## config.mk

```make
export PLATFORM = sky130hd
export DESIGN_NAME = naf_signed_digit_recoder_unit
export DESIGN_NICKNAME = d
export VERILOG_FILES = /design/src/hdl/nsdr_pkg.sv /design/src/hdl/naf_signed_digit_recoder_unit.sv /design/src/hdl/nsdr_sequencer.sv /design/src/hdl/nsdr_datapath.sv
export SDC_FILE = /design/constraint.sdc
export NUM_CORES = 1
export LEC_CHECK = 0
export ABC_CLOCK_PERIOD_IN_PS = 9000
export BUFFER_PORTS_ARGS = -buffer_cell sky130_fd_sc_hd__buf_2
export CAP_MARGIN = 20
export CORE_MARGIN = 2
export CORE_UTILIZATION = 50
export CTS_BUF_LIST = sky130_fd_sc_hd__clkbuf_4
export CTS_CLUSTER_SIZE = 30
export DETAILED_ROUTE_END_ITERATION = 6
export PLACE_DENSITY_LB_ADDON = 0.05
export SYNTH_ARGS = -nofsm -noshare
export SYNTH_HDL_FRONTEND = slang
export SYNTH_SLANG_ARGS = --single-unit
```

## constraint.sdc

```tcl
create_clock -name clock -period 9 [get_ports clock]
set_input_delay 1.35 -clock clock [delete_from_list [all_inputs] [get_ports clock]]
set_output_delay 1.35 -clock clock [all_outputs]
set_load 0.05 [all_outputs]
```

## src/hdl/nsdr_pkg.sv

```systemverilog
// Shared types, constants and microcode program of the NAF signed-digit recoder.
package nsdr_pkg;

   // Widths of the result fields.
   localparam int STEP_W = 33;
   localparam int EXP_W  = 5;

   // Digit limit per input value and the width of its counter.
   localparam int MAX_RESULTS = 16;
   localparam int CNT_W       = 4;

   // Microprogram address width and step addresses.
   localparam int UPC_W = 1;
   localparam logic [UPC_W-1:0] UPC_LOAD = 1'b0;
   localparam logic [UPC_W-1:0] UPC_SCAN = 1'b1;

   // Jump conditions that a control word can test.
   typedef enum logic [0:0] {
      COND_ACCEPT = 1'b0,
      COND_DONE   = 1'b1
   } cond_type;

   // One control word of the microprogram.
   typedef struct packed {
      logic             load_en;
      logic             scan_en;
      cond_type         cond;
      logic [UPC_W-1:0] target;
   } ctrl_word_type;

   // Status fed back from the datapath to the sequencer.
   typedef struct packed {
      logic accept;
      logic rem_zero;
   } status_type;

   // Microprogram ROM: wait for a value and load it, then scan one bit
   // position per step until the remaining value is zero.
   function automatic ctrl_word_type ucode_word(input logic [UPC_W-1:0] addr);
      ctrl_word_type w;
      case (addr)
         UPC_LOAD: w = '{load_en: 1'b1, scan_en: 1'b0, cond: COND_ACCEPT, target: UPC_SCAN};
         UPC_SCAN: w = '{load_en: 1'b0, scan_en: 1'b1, cond: COND_DONE,   target: UPC_LOAD};
         default:  w = '{load_en: 1'b1, scan_en: 1'b0, cond: COND_ACCEPT, target: UPC_SCAN};
      endcase
      return w;
   endfunction

endpackage

```

## src/hdl/naf_signed_digit_recoder_unit.sv

```systemverilog
// Top level of the NAF signed-digit recoder.
// Recodes one signed VALUE_WIDTH-bit integer per transaction into its
// non-adjacent form and returns one transaction per nonzero digit, up to 16
// digits from least to most significant, as +2^e or -2^e with the digit's
// sign, exponent and a last flag; zero returns nothing. A microcoded
// sequencer loads the value and then scans one bit position per cycle, while
// the result side does not stall a digit, until the remaining value is zero.
// The block takes one value at a time; a new value is accepted once the
// previous one is fully scanned, even while its final digit still waits in
// the result register.
module naf_signed_digit_recoder_unit #(
   parameter int VALUE_WIDTH = 32
) (
   input  logic                        clock,
   input  logic                        reset,
   input  logic                        req_valid,
   output logic                        req_stall,
   input  logic [VALUE_WIDTH-1:0]      req_value,
   output logic                        rsp_valid,
   input  logic                        rsp_stall,
   output logic [nsdr_pkg::STEP_W-1:0] rsp_step,
   output logic                        rsp_negative,
   output logic [nsdr_pkg::EXP_W-1:0]  rsp_exponent,
   output logic                        rsp_last
);

   nsdr_pkg::ctrl_word_type ctrl;
   nsdr_pkg::status_type    status;
   logic                    accept;
   logic                    rem_zero;

   // The input is open only on the load step of the program.
   assign req_stall = !ctrl.load_en;
   assign accept    = req_valid && ctrl.load_en;
   assign status    = '{accept: accept, rem_zero: rem_zero};

   nsdr_sequencer u_sequencer (
      .clock  (clock),
      .reset  (reset),
      .status (status),
      .ctrl   (ctrl)
   );

   nsdr_datapath #(
      .VALUE_WIDTH (VALUE_WIDTH)
   ) u_datapath (
      .clock        (clock),
      .reset        (reset),
      .ctrl         (ctrl),
      .accept       (accept),
      .value        (req_value),
      .rem_zero     (rem_zero),
      .rsp_valid    (rsp_valid),
      .rsp_stall    (rsp_stall),
      .rsp_step     (rsp_step),
      .rsp_negative (rsp_negative),
      .rsp_exponent (rsp_exponent),
      .rsp_last     (rsp_last)
   );

endmodule

```

## src/hdl/nsdr_sequencer.sv

```systemverilog
// Microcode sequencer: step counter, control ROM and conditional jumps.
module nsdr_sequencer (
   input  logic                   clock,
   input  logic                   reset,
   input  nsdr_pkg::status_type   status,
   output nsdr_pkg::ctrl_word_type ctrl
);

   logic [nsdr_pkg::UPC_W-1:0] upc_ff;
   logic [nsdr_pkg::UPC_W-1:0] upc_in;
   logic                       taken;

   // Fetch the current control word.
   assign ctrl = nsdr_pkg::ucode_word(upc_ff);

   // Evaluate the jump condition; otherwise stay on the current step.
   always_comb begin
      case (ctrl.cond)
         nsdr_pkg::COND_ACCEPT: taken = status.accept;
         nsdr_pkg::COND_DONE:   taken = status.rem_zero;
         default:               taken = 1'b0;
      endcase
      upc_in = taken ? ctrl.target : upc_ff;
   end

   // Step counter.
   always_ff @(posedge clock) begin
      if (reset) begin
         upc_ff <= nsdr_pkg::UPC_LOAD;
      end else begin
         upc_ff <= upc_in;
      end
   end

endmodule

```

## src/hdl/nsdr_datapath.sv

```systemverilog
// Working register, digit extraction and result register of the recoder.
module nsdr_datapath #(
   parameter int VALUE_WIDTH = 32
) (
   input  logic                         clock,
   input  logic                         reset,
   input  nsdr_pkg::ctrl_word_type      ctrl,
   input  logic                         accept,
   input  logic [VALUE_WIDTH-1:0]       value,
   output logic                         rem_zero,
   output logic                         rsp_valid,
   input  logic                         rsp_stall,
   output logic [nsdr_pkg::STEP_W-1:0]  rsp_step,
   output logic                         rsp_negative,
   output logic [nsdr_pkg::EXP_W-1:0]   rsp_exponent,
   output logic                         rsp_last
);

   localparam int REM_W = VALUE_WIDTH + 1;
   localparam int POS_W = $clog2(VALUE_WIDTH + 2);

   logic signed [REM_W-1:0]        rem_ff, rem_in;
   logic [POS_W-1:0]               pos_ff, pos_in;
   logic [nsdr_pkg::CNT_W-1:0]     cnt_ff, cnt_in;
   logic                           valid_ff, valid_in;
   logic [nsdr_pkg::STEP_W-1:0]    step_ff, step_in;
   logic                           neg_ff, neg_in;
   logic [nsdr_pkg::EXP_W-1:0]     exp_ff, exp_in;
   logic                           last_ff, last_in;

   logic                           odd;
   logic                           neg;
   logic                           out_free;
   logic                           emit;
   logic                           advance;
   logic                           at_limit;
   logic signed [REM_W-1:0]        adjusted;
   logic [nsdr_pkg::STEP_W-1:0]    mag;

   assign rem_zero = (rem_ff == '0);

   // Digit of the current position: +1 or -1 when the remaining value is odd.
   assign odd      = rem_ff[0];
   assign neg      = rem_ff[1];
   assign adjusted = neg ? rem_ff + REM_W'(1) : rem_ff - REM_W'(1);
   assign mag      = nsdr_pkg::STEP_W'(1) << pos_ff;
   assign at_limit = (cnt_ff == nsdr_pkg::CNT_W'(nsdr_pkg::MAX_RESULTS - 1));

   // A digit is emitted only when the result register is free or draining.
   assign out_free = !valid_ff || !rsp_stall;
   assign emit     = ctrl.scan_en && !rem_zero && odd && out_free;
   assign advance  = ctrl.scan_en && !rem_zero && (!odd || out_free);

   // Working register update: load, or subtract the digit and shift.
   always_comb begin
      rem_in = rem_ff;
      pos_in = pos_ff;
      cnt_in = cnt_ff;
      if (ctrl.load_en && accept) begin
         rem_in = REM_W'(signed'(value));
         pos_in = '0;
         cnt_in = '0;
      end else if (advance) begin
         pos_in = pos_ff + POS_W'(1);
         if (odd) begin
            cnt_in = cnt_ff + nsdr_pkg::CNT_W'(1);
            // Keep the shift signed so a negative remainder stays negative.
            if (at_limit) begin
               rem_in = '0;
            end else begin
               rem_in = adjusted >>> 1;
            end
         end else begin
            rem_in = rem_ff >>> 1;
         end
      end
   end

   // Result register update.
   always_comb begin
      valid_in = valid_ff;
      step_in  = step_ff;
      neg_in   = neg_ff;
      exp_in   = exp_ff;
      last_in  = last_ff;
      if (emit) begin
         valid_in = 1'b1;
         step_in  = neg ? -mag : mag;
         neg_in   = neg;
         exp_in   = nsdr_pkg::EXP_W'(pos_ff);
         last_in  = (adjusted == '0) || at_limit;
      end else if (!rsp_stall) begin
         valid_in = 1'b0;
      end
   end

   // Control state.
   always_ff @(posedge clock) begin
      if (reset) begin
         rem_ff   <= '0;
         pos_ff   <= '0;
         cnt_ff   <= '0;
         valid_ff <= 1'b0;
      end else begin
         rem_ff   <= rem_in;
         pos_ff   <= pos_in;
         cnt_ff   <= cnt_in;
         valid_ff <= valid_in;
      end
   end

   // Result payload.
   always_ff @(posedge clock) begin
      step_ff <= step_in;
      neg_ff  <= neg_in;
      exp_ff  <= exp_in;
      last_ff <= last_in;
   end

   assign rsp_valid    = valid_ff;
   assign rsp_step     = step_ff;
   assign rsp_negative = neg_ff;
   assign rsp_exponent = exp_ff;
   assign rsp_last     = last_ff;

endmodule

```

==> results.txt, run 1 <==
----------------------------------------------------
[Global routing]
  Remaining Overflow, GRT ... 0
  Vias in the first global route ... 5726
  Total routing resource utilization after global routing ... 0.2711
  Global-route wire length before repair ... 29060 µm
  Antenna violations before repair ... 1
  Pin count of the biggest net entering global routing ... 40

[Setup path]
  Critical R2R Launch ... u_datapath.rem_ff[1]$_SDFFE_PP0P_
  Worst setup path category ... reg2reg
  Worst setup path startpoint ... u_datapath.rem_ff[1]$_SDFFE_PP0P_
  Startpoint class of the critical path ... register
  Register-to-Register Path Depth ... 14
  Arr. time, crit path ... 4670 ps
  Kind of capture point of the worst setup path ... register
  Data required time of the worst path ... 9340 ps
  Maximum net fanout on the critical path ... 39

[Synthesis]
  Share of the synthesized area in the top cell type ... 0.1879
  Distinct cell type count of the synthesized netlist ... 74
  Fraction of the mapped netlist area in adder cells ... 0.07753
  Number of warning messages in the yosys log ... 0
  Flops & latches, synth ... 85
  Main area contributors after synthesis ... edfxtp_1, dfxtp_1, ha_1, a21oi_1, nor2_1
  Largest family of logic cells by synthesized area ... compound AO/OA/AOI/OAI gates
  Sequential element share of the synthesized area ... 0.3289
  Post-synthesis mux area share ... 0.001566
  Net count of the mapped netlist ... 874
  Share of flip-flops with an asynchronous set or reset ... 0
  Post-synth design cell area ... 6391 µm²
  Count of flip-flops with a built-in enable after synthesis ... 40
  Cell type with the largest total area after synthesis ... edfxtp_1
  Top cell types by occurrence after synthesis ... nor2_1, nand2_1, a21oi_1
  Post-synthesis average cell area ... 7.999 µm²
  Compound-gate portion of the synthesized area ... 0.2463
  Post-Synth XOR/XNOR Area ... 0.07811
  Area share of and/or/nand/nor cells after synthesis ... 0.2271
  Most instantiated flip-flop cell in the synthesis netlist ... dfxtp_1
  Most common cell in the synthesized netlist ... nor2_1
  Cell count after synthesis ... 799

[Die]
  Initial core utilization ... 0.5085
  Horizontal die dimension ... 117.1 µm
  Core Region ... 12570 µm²
  Std-Cell Rows ... 41
  Die height ... 117.1 µm
  Die area ... 13700 µm²
  Count of pins on the block boundary ... 78

[Timing]
  Worst slack on hold paths ... 527.8 ps
  Setup-failing EPs final ... 0
  Setup repair after global routing missed its margin ... no
  Number of hold violations in the final report ... 0
  Headroom to the max-slew limit ... 0.2627
  Slew of the pin with the lowest slew margin ... 1105 ps
  Final Critical Period ... 4332 ps
  Fraction of the cycle the final worst path needs ... 0.4813
  Total Neg Setup Slack ... 0 ps
  Achievable Freq ... 230.9 MHz
  Number of max-slew violations in the final report ... 0
  Worst clock skew on the final layout ... 24.81 ps

[Clock network]
  Maximum number of buffers from clock root to sink ... 2
  H-tree levels ... 3
  Clk pin slew, worst setup/hold paths ... 160 ps
  Number of cells upsized or downsized after cts ... 0
  Clock tree sinks ... 85
  Root Buffer Master ... clkbuf_4
  CTS tree ... done
  Hold bufs inserted after CTS ... 0
  Latest clock arrival within the worst-skew pair ... 490 ps
  Post CTS Setup Buffer Count ... 0
  Number of CTS-inserted buffers ... 9

[Power and ir drop]
  Total power ... 1.314 mW
  Power Dens Cells ... 186.1 nW/µm²
  Worst VDD drop ... 0.08913 mV
  Static leakage ... 2.754 nW

[Placement]
  Cell area reported after detailed placement ... 6865 µm²
  Routability-driven placement congestion ratio ... 0.9131
  Number of port buffers ... 77
  HPWL Detailed ... 13200 µm

[Job]
  Max_cap viols ... 0

[Layout]
  Cell area after layout ... 7063 µm²
  Area added between synthesis and finish ... 10.51%
  # nets final ... 921
  Share of post-route cells with drive strength above 1 ... 0.1575

[Route]
  Total vias in the final route ... 6125
  Post-route DRC ... 0
  ANT nets after route ... 0
  Total Wirelength ... 18140 µm
  Iteration count of the initial detailed-routing pass ... 5
  DR iter-0 viols ... 505
  Per-cell routed wire length ... 17.72 µm
  Number of vias per cell ... 5.981

[Status]
  Status ... complete, no violations

[Worst hold path]
  Class of the worst hold path ... reg2reg
  Cell depth of the worst min-delay path ... 2
  Worst Hold Launch ... u_datapath.rem_ff[11]$_SDFFE_PP0P_

----------------------------------------------------
-- cell families after synthesis --
kind of cell | Yosys count
AND/OR/NAND/NOR | 320
AO/OA/AOI/OAI | 234
flip-flops | 85
buffers and inverters | 63
XOR/XNOR | 57
adder cells (fa/ha/maj) | 39
multiplexers | 1
-- per-layer routing --
layer  GRT usage  vias to the layer above  routed length [µm]
met4     0.09333                        0                 445
met2      0.4697                      211                8850
met3     0.03811                       42                 911
met1      0.3468                     2861                7933
met5           0                        -                   0
li1            -                     3011                   -
-- through the flow --
| step | utilization | setup slack (ps) | instances |
|---|---|---|---|
| detailed placement | 0.5462 | 4843 | 1007 |
| CTS | 0.5618 | 4787 | 1023 |
| floorplan | - | 4788 | 799 |
| global placement | 0.5462 | 4899 | 1007 |
| global route | 0.5620 | 4413 | 1024 |
| finish | 0.5620 | 4668 | 1024 |
-- sequential cells by signal, summed over array words and instances, names as in the netlist --
signal                   cells
u_datapath.pos_ff            6
u_datapath.rsp_valid         1
u_datapath.rem_ff           33
u_datapath.rsp_last          1
u_sequencer.upc_ff           1
u_datapath.cnt_ff            4
u_datapath.rsp_exponent      5
u_datapath.rsp_negative      1
u_datapath.rsp_step         33
-- report_power, final --
part	internal, mW	leakage, nW	switching [mW]
registers	0.431	0.747	0.0265
logic	0.208	1.90	0.351
clock network	0.145	0.103	0.154
total	0.784	2.75	0.531
-- cell usage in the layout, fill, tap and decap left out, drive strengths merged, types with 19 or more instances in the layout --
cell / instances
nor3: 33
nand4: 19
nand3: 20
edfxtp: 40
nor2: 102
ha: 38
a21oi: 89
o21ai: 50
dfxtp: 45
nand2: 100
xnor2: 30
xor2: 27
buf: 85
-- final cells by class --
type / count / area, µm²
Antenna cell: 1 / 2.502
Clock buffer: 9 / 67.56
Clock inverter: 7 / 127.6
Fill cell: 1178 / 5505
Inverter: 14 / 52.55
Multi-Input combinational cell: 651 / 4050
Sequential cell: 85 / 2102
Tap cell: 172 / 215.2
Timing Repair Buffer: 85 / 445.4
-- worst paths after layout --
check	slack [ps]	end
setup reg to reg	4670	u_datapath.rsp_last$_DFFE_PP_
hold / removal	530	u_datapath.rem_ff[10]$_SDFFE_PP0P_
setup / recovery	4670	u_datapath.rsp_last$_DFFE_PP_
hold reg to reg	530	u_datapath.rem_ff[10]$_SDFFE_PP0P_
-- worst max-delay path, stage by stage (launching register included) --
cell and delay, ps:
dfxtp_1 330, buf_4 350, inv_1 470, buf_4 400, ha_1 490, a21oi_1 160
o211a_1 240, a211oi_1 440, nor2_1 140, o21ai_0 230, xnor2_1 180, nand4_1 170
nor4_1 240, nand4_1 150, o31ai_2 180
(Power assumes the default switching activity.)
==> inputs of run 2 (changes only) <==
ABC_AREA = 1   (was default)
ABC_CLOCK_PERIOD_IN_PS = 4200   (was 9000)
clock period = 4.2 ns   (was 9 ns; I/O delays follow)
==> results.txt, run 2 <==
----------------------------------------------------
[Worst hold path]
  Worst Hold Endpoint ... u_datapath.rsp_valid$_SDFFE_PP0P_
  Cell depth of the worst min-delay path ... 3
  Class of the worst hold path ... in2reg
  Worst Hold Launch ... rsp_stall

[Setup path]
  Peak per-stage delay on the critical path ... 680 ps
  Critical R2R Launch ... u_datapath.rem_ff[27]$_SDFFE_PP0P_
  R2r endpoint ... u_datapath.rem_ff[4]$_SDFFE_PP0P_
  Data required time of the worst path ... 4630 ps
  Worst setup path category ... reg2reg
  Kind of capture point of the worst setup path ... register
  Register-to-register setup slack ... 1420 ps
  Startpoint class of the critical path ... register
  Maximum net fanout on the critical path ... 36
  Delay-heaviest family, CP ... buffers and inverters
  Crit-path slowest cell ... inv_1
  Buffer and inverter count on the worst path ... 3
  Register-to-Register Path Depth ... 10
  Arr. time, crit path ... 3210 ps
  Cell seen most often among critical-path stages ... inv_1
  Cell breakdown of the critical path ... inv_1, nand4_1, nor3_1, nand3_1, nand3_2, nand2_2, buf_4, inv_1, o21ai_0, a21oi_1

[Synthesis]
  Share of the synthesized area in the top cell type ... 0.1902
  Flops & latches, synth ... 85
  Main area contributors after synthesis ... nand2_1, edfxtp_1, dfxtp_1, inv_1, nor2_1
  Number of warning messages in the yosys log ... 0
  Post-synth design cell area ... 7323 µm²
  Cell count after synthesis ... 1159
  Cell type with the largest total area after synthesis ... nand2_1
  Distinct cell type count of the synthesized netlist ... 51
  Most common cell in the synthesized netlist ... nand2_1
  Count of flip-flops with a built-in enable after synthesis ... 40
  Most instantiated flip-flop cell in the synthesis netlist ... dfxtp_1
  Top cell types by occurrence after synthesis ... nand2_1, inv_1, nor2_1
  Post-synthesis average cell area ... 6.319 µm²
  Net count of the mapped netlist ... 1234
  Share of flip-flops with an asynchronous set or reset ... 0
  Sequential element share of the synthesized area ... 0.2870

[Die]
  Die area ... 15630 µm²
  Horizontal die dimension ... 125.0 µm
  Count of pins on the block boundary ... 78
  Std-Cell Rows ... 44
  Die height ... 125.0 µm
  Core Region ... 14420 µm²
  Initial core utilization ... 0.5077

[Power and ir drop]
  Worst VDD drop ... 0.1588 mV
  Clock power share ... 0.162
  Internal cell power ... 1.531 mW
  Power Dens Cells ... 362.9 nW/µm²
  Static leakage ... 4.034 nW
  Switch share ... 0.4752
  Part of the power in combinational logic ... 0.503
  Register share of total power ... 0.335
  Reported net switching power ... 1.386 mW

[Clock network]
  Clock tree sinks ... 85
  CTS tree ... done
  Post CTS Setup Buffer Count ... 0
  Maximum number of buffers from clock root to sink ... 2
  Hold bufs inserted after CTS ... 0
  Clk pin slew, worst setup/hold paths ... 160 ps
  Latest clock arrival within the worst-skew pair ... 490 ps
  Number of CTS-inserted buffers ... 9
  H-tree levels ... 3
  Number of cells upsized or downsized after cts ... 0
  Root Buffer Master ... clkbuf_4

[Global routing]
  Remaining Overflow, GRT ... 0
  Total routing resource utilization after global routing ... 0.2672
  Global-route wire length before repair ... 33800 µm
  Vias in the first global route ... 6843
  Antenna violations before repair ... 1
  Pin count of the biggest net entering global routing ... 44

[Status]
  Status ... complete, no violations

[Placement]
  Number of port buffers ... 77
  Routability-driven placement congestion ratio ... 0.9445
  HPWL Detailed ... 16700 µm
  Worst-case setup slack after placement ... 1274 ps

[Route]
  Post-route DRC ... 0
  ANT nets after route ... 0
  Number of vias per cell ... 5.308
  Total Wirelength ... 21040 µm
  Total vias in the final route ... 7532
  DR iter-0 viols ... 682
  Iteration count of the initial detailed-routing pass ... 6
  Per-cell routed wire length ... 14.83 µm

[Timing]
  Worst slack on hold paths ... 376.9 ps
  Fraction of the cycle the final worst path needs ... 0.6626
  Number of max-slew violations in the final report ... 0
  Setup repair after global routing missed its margin ... no
  Worst Setup Slack, final ... 1417 ps
  Headroom to the max-slew limit ... 0.4208
  Worst clock skew on the final layout ... 21.66 ps
  Final Critical Period ... 2783 ps
  Number of hold violations in the final report ... 0
  Setup-failing EPs final ... 0
  Slew of the pin with the lowest slew margin ... 867.9 ps
  Total Neg Setup Slack ... 0 ps
  Achievable Freq ... 359.3 MHz

[Layout]
  Area added between synthesis and finish ... 9.739%
  # nets final ... 1304
  Share of post-route cells with drive strength above 1 ... 0.1143
  Final core area utilization ... 0.5572
  Final-layout fill cell count ... 1484
  Commonest non-fill, non-tap cells in the layout ... nand2_1, inv_1, nor2_1, buf_2, nand3_1
  Most common cell after layout, fill and taps aside ... nand2_1

[Job]
  Max_cap viols ... 0

----------------------------------------------------
run 2: cell types whose count changed in the layout (fill, tap and decap cells not counted), moves of 7 or more:
cell and change:
a21oi_1 -30, nor2_1 +25, inv_1 +156, nand3_1 +45, xor2_1 -7, nor3_1 -16, o21ai_0 +24, nand2_1 +272
nand3b_1 +8, a211oi_1 -10, nor4_1 -7, xnor2_1 -20
run 2: layout make-up:
cell class,instances,area [µm²],share of cell area
clock inverters,7,65.06,0.008096
well taps,184,230.2,0.02865
repair buffers,85,457.9,0.05698
diodes,1,2.502,0.0003114
multi-input cells,873,4454,0.5543
clock buffers,9,67.56,0.008407
flip-flops and latches,85,2102,0.2616
inverters,175,656.9,0.08174
run 2: worst max-delay path by stage:
stage	from	endpoint	cells after the start
6_report	u_datapath.rem_ff[27]$_SDFFE_PP0P_	u_datapath.rem_ff[4]$_SDFFE_PP0P_	10
5_1_grt	u_datapath.pos_ff[3]$_SDFFE_PP0P_	u_datapath.rsp_step[32]$_DFFE_PP_	14
4_1_cts	u_datapath.pos_ff[3]$_SDFFE_PP0P_	u_datapath.rsp_step[32]$_DFFE_PP_	14
3_5_place_dp	req_valid	u_datapath.rem_ff[1]$_SDFFE_PP0P_	9
3_3_place_gp	req_valid	u_datapath.rem_ff[1]$_SDFFE_PP0P_	9
2_1_floorplan	u_sequencer.upc_ff$_SDFFE_PP0P_	u_datapath.cnt_ff[2]$_SDFFE_PP0P_	4
run 2: logic make-up (layout without fill, tap and decap cells):
family                   Yosys count  after routing  synth area share
AND/OR/NAND/NOR                  649            649            0.3841
buffers and inverters            201            276            0.1061
XOR/XNOR                          30             30           0.03588
flip-flops                        85             85            0.2870
other                              0              1                 0
adder cells (fa/ha/maj)           39             39           0.06766
AO/OA/AOI/OAI                    155            155            0.1193
run 2: power by group through the flow:
stage	registers (mW)	logic (mW)	clock network, mW
after detailed placement	0.992	1.44	0
after global placement	0.992	1.44	0
after floorplan	1.00	1.07	0
after CTS	0.974	1.45	0.477
final	0.977	1.47	0.474
after global routing	0.981	1.67	0.510
run 2: through the flow:
step                instance area [µm²]  cells  total power, mW
floorplan                          7323   1159            2.072
global placement                   7881   1401            2.433
detailed placement                 7881   1401            2.433
CTS                                8014   1417            2.897
global route                       8036   1419            3.156
finish                             8036   1419            2.916
run 2: worst register-to-register path, delay by kind of cell, from the launching register on:
| family | cells | cell delay, ps |
|---|---|---|
| compound gates | 2 | 350 |
| flops | 1 | 390 |
| buf+inv | 3 | 1040 |
| simple gates | 5 | 950 |
run 2: metal layers:
metal	share of wire	up-vias	global-route usage	routed length, µm
met5	0	-	0	0
met4	0.032	0	0.1183	675
met3	0.052	47	0.02910	1097
met2	0.46	261	0.4441	9778
met1	0.45	3343	0.3523	9485
li1	-	3881	-	-
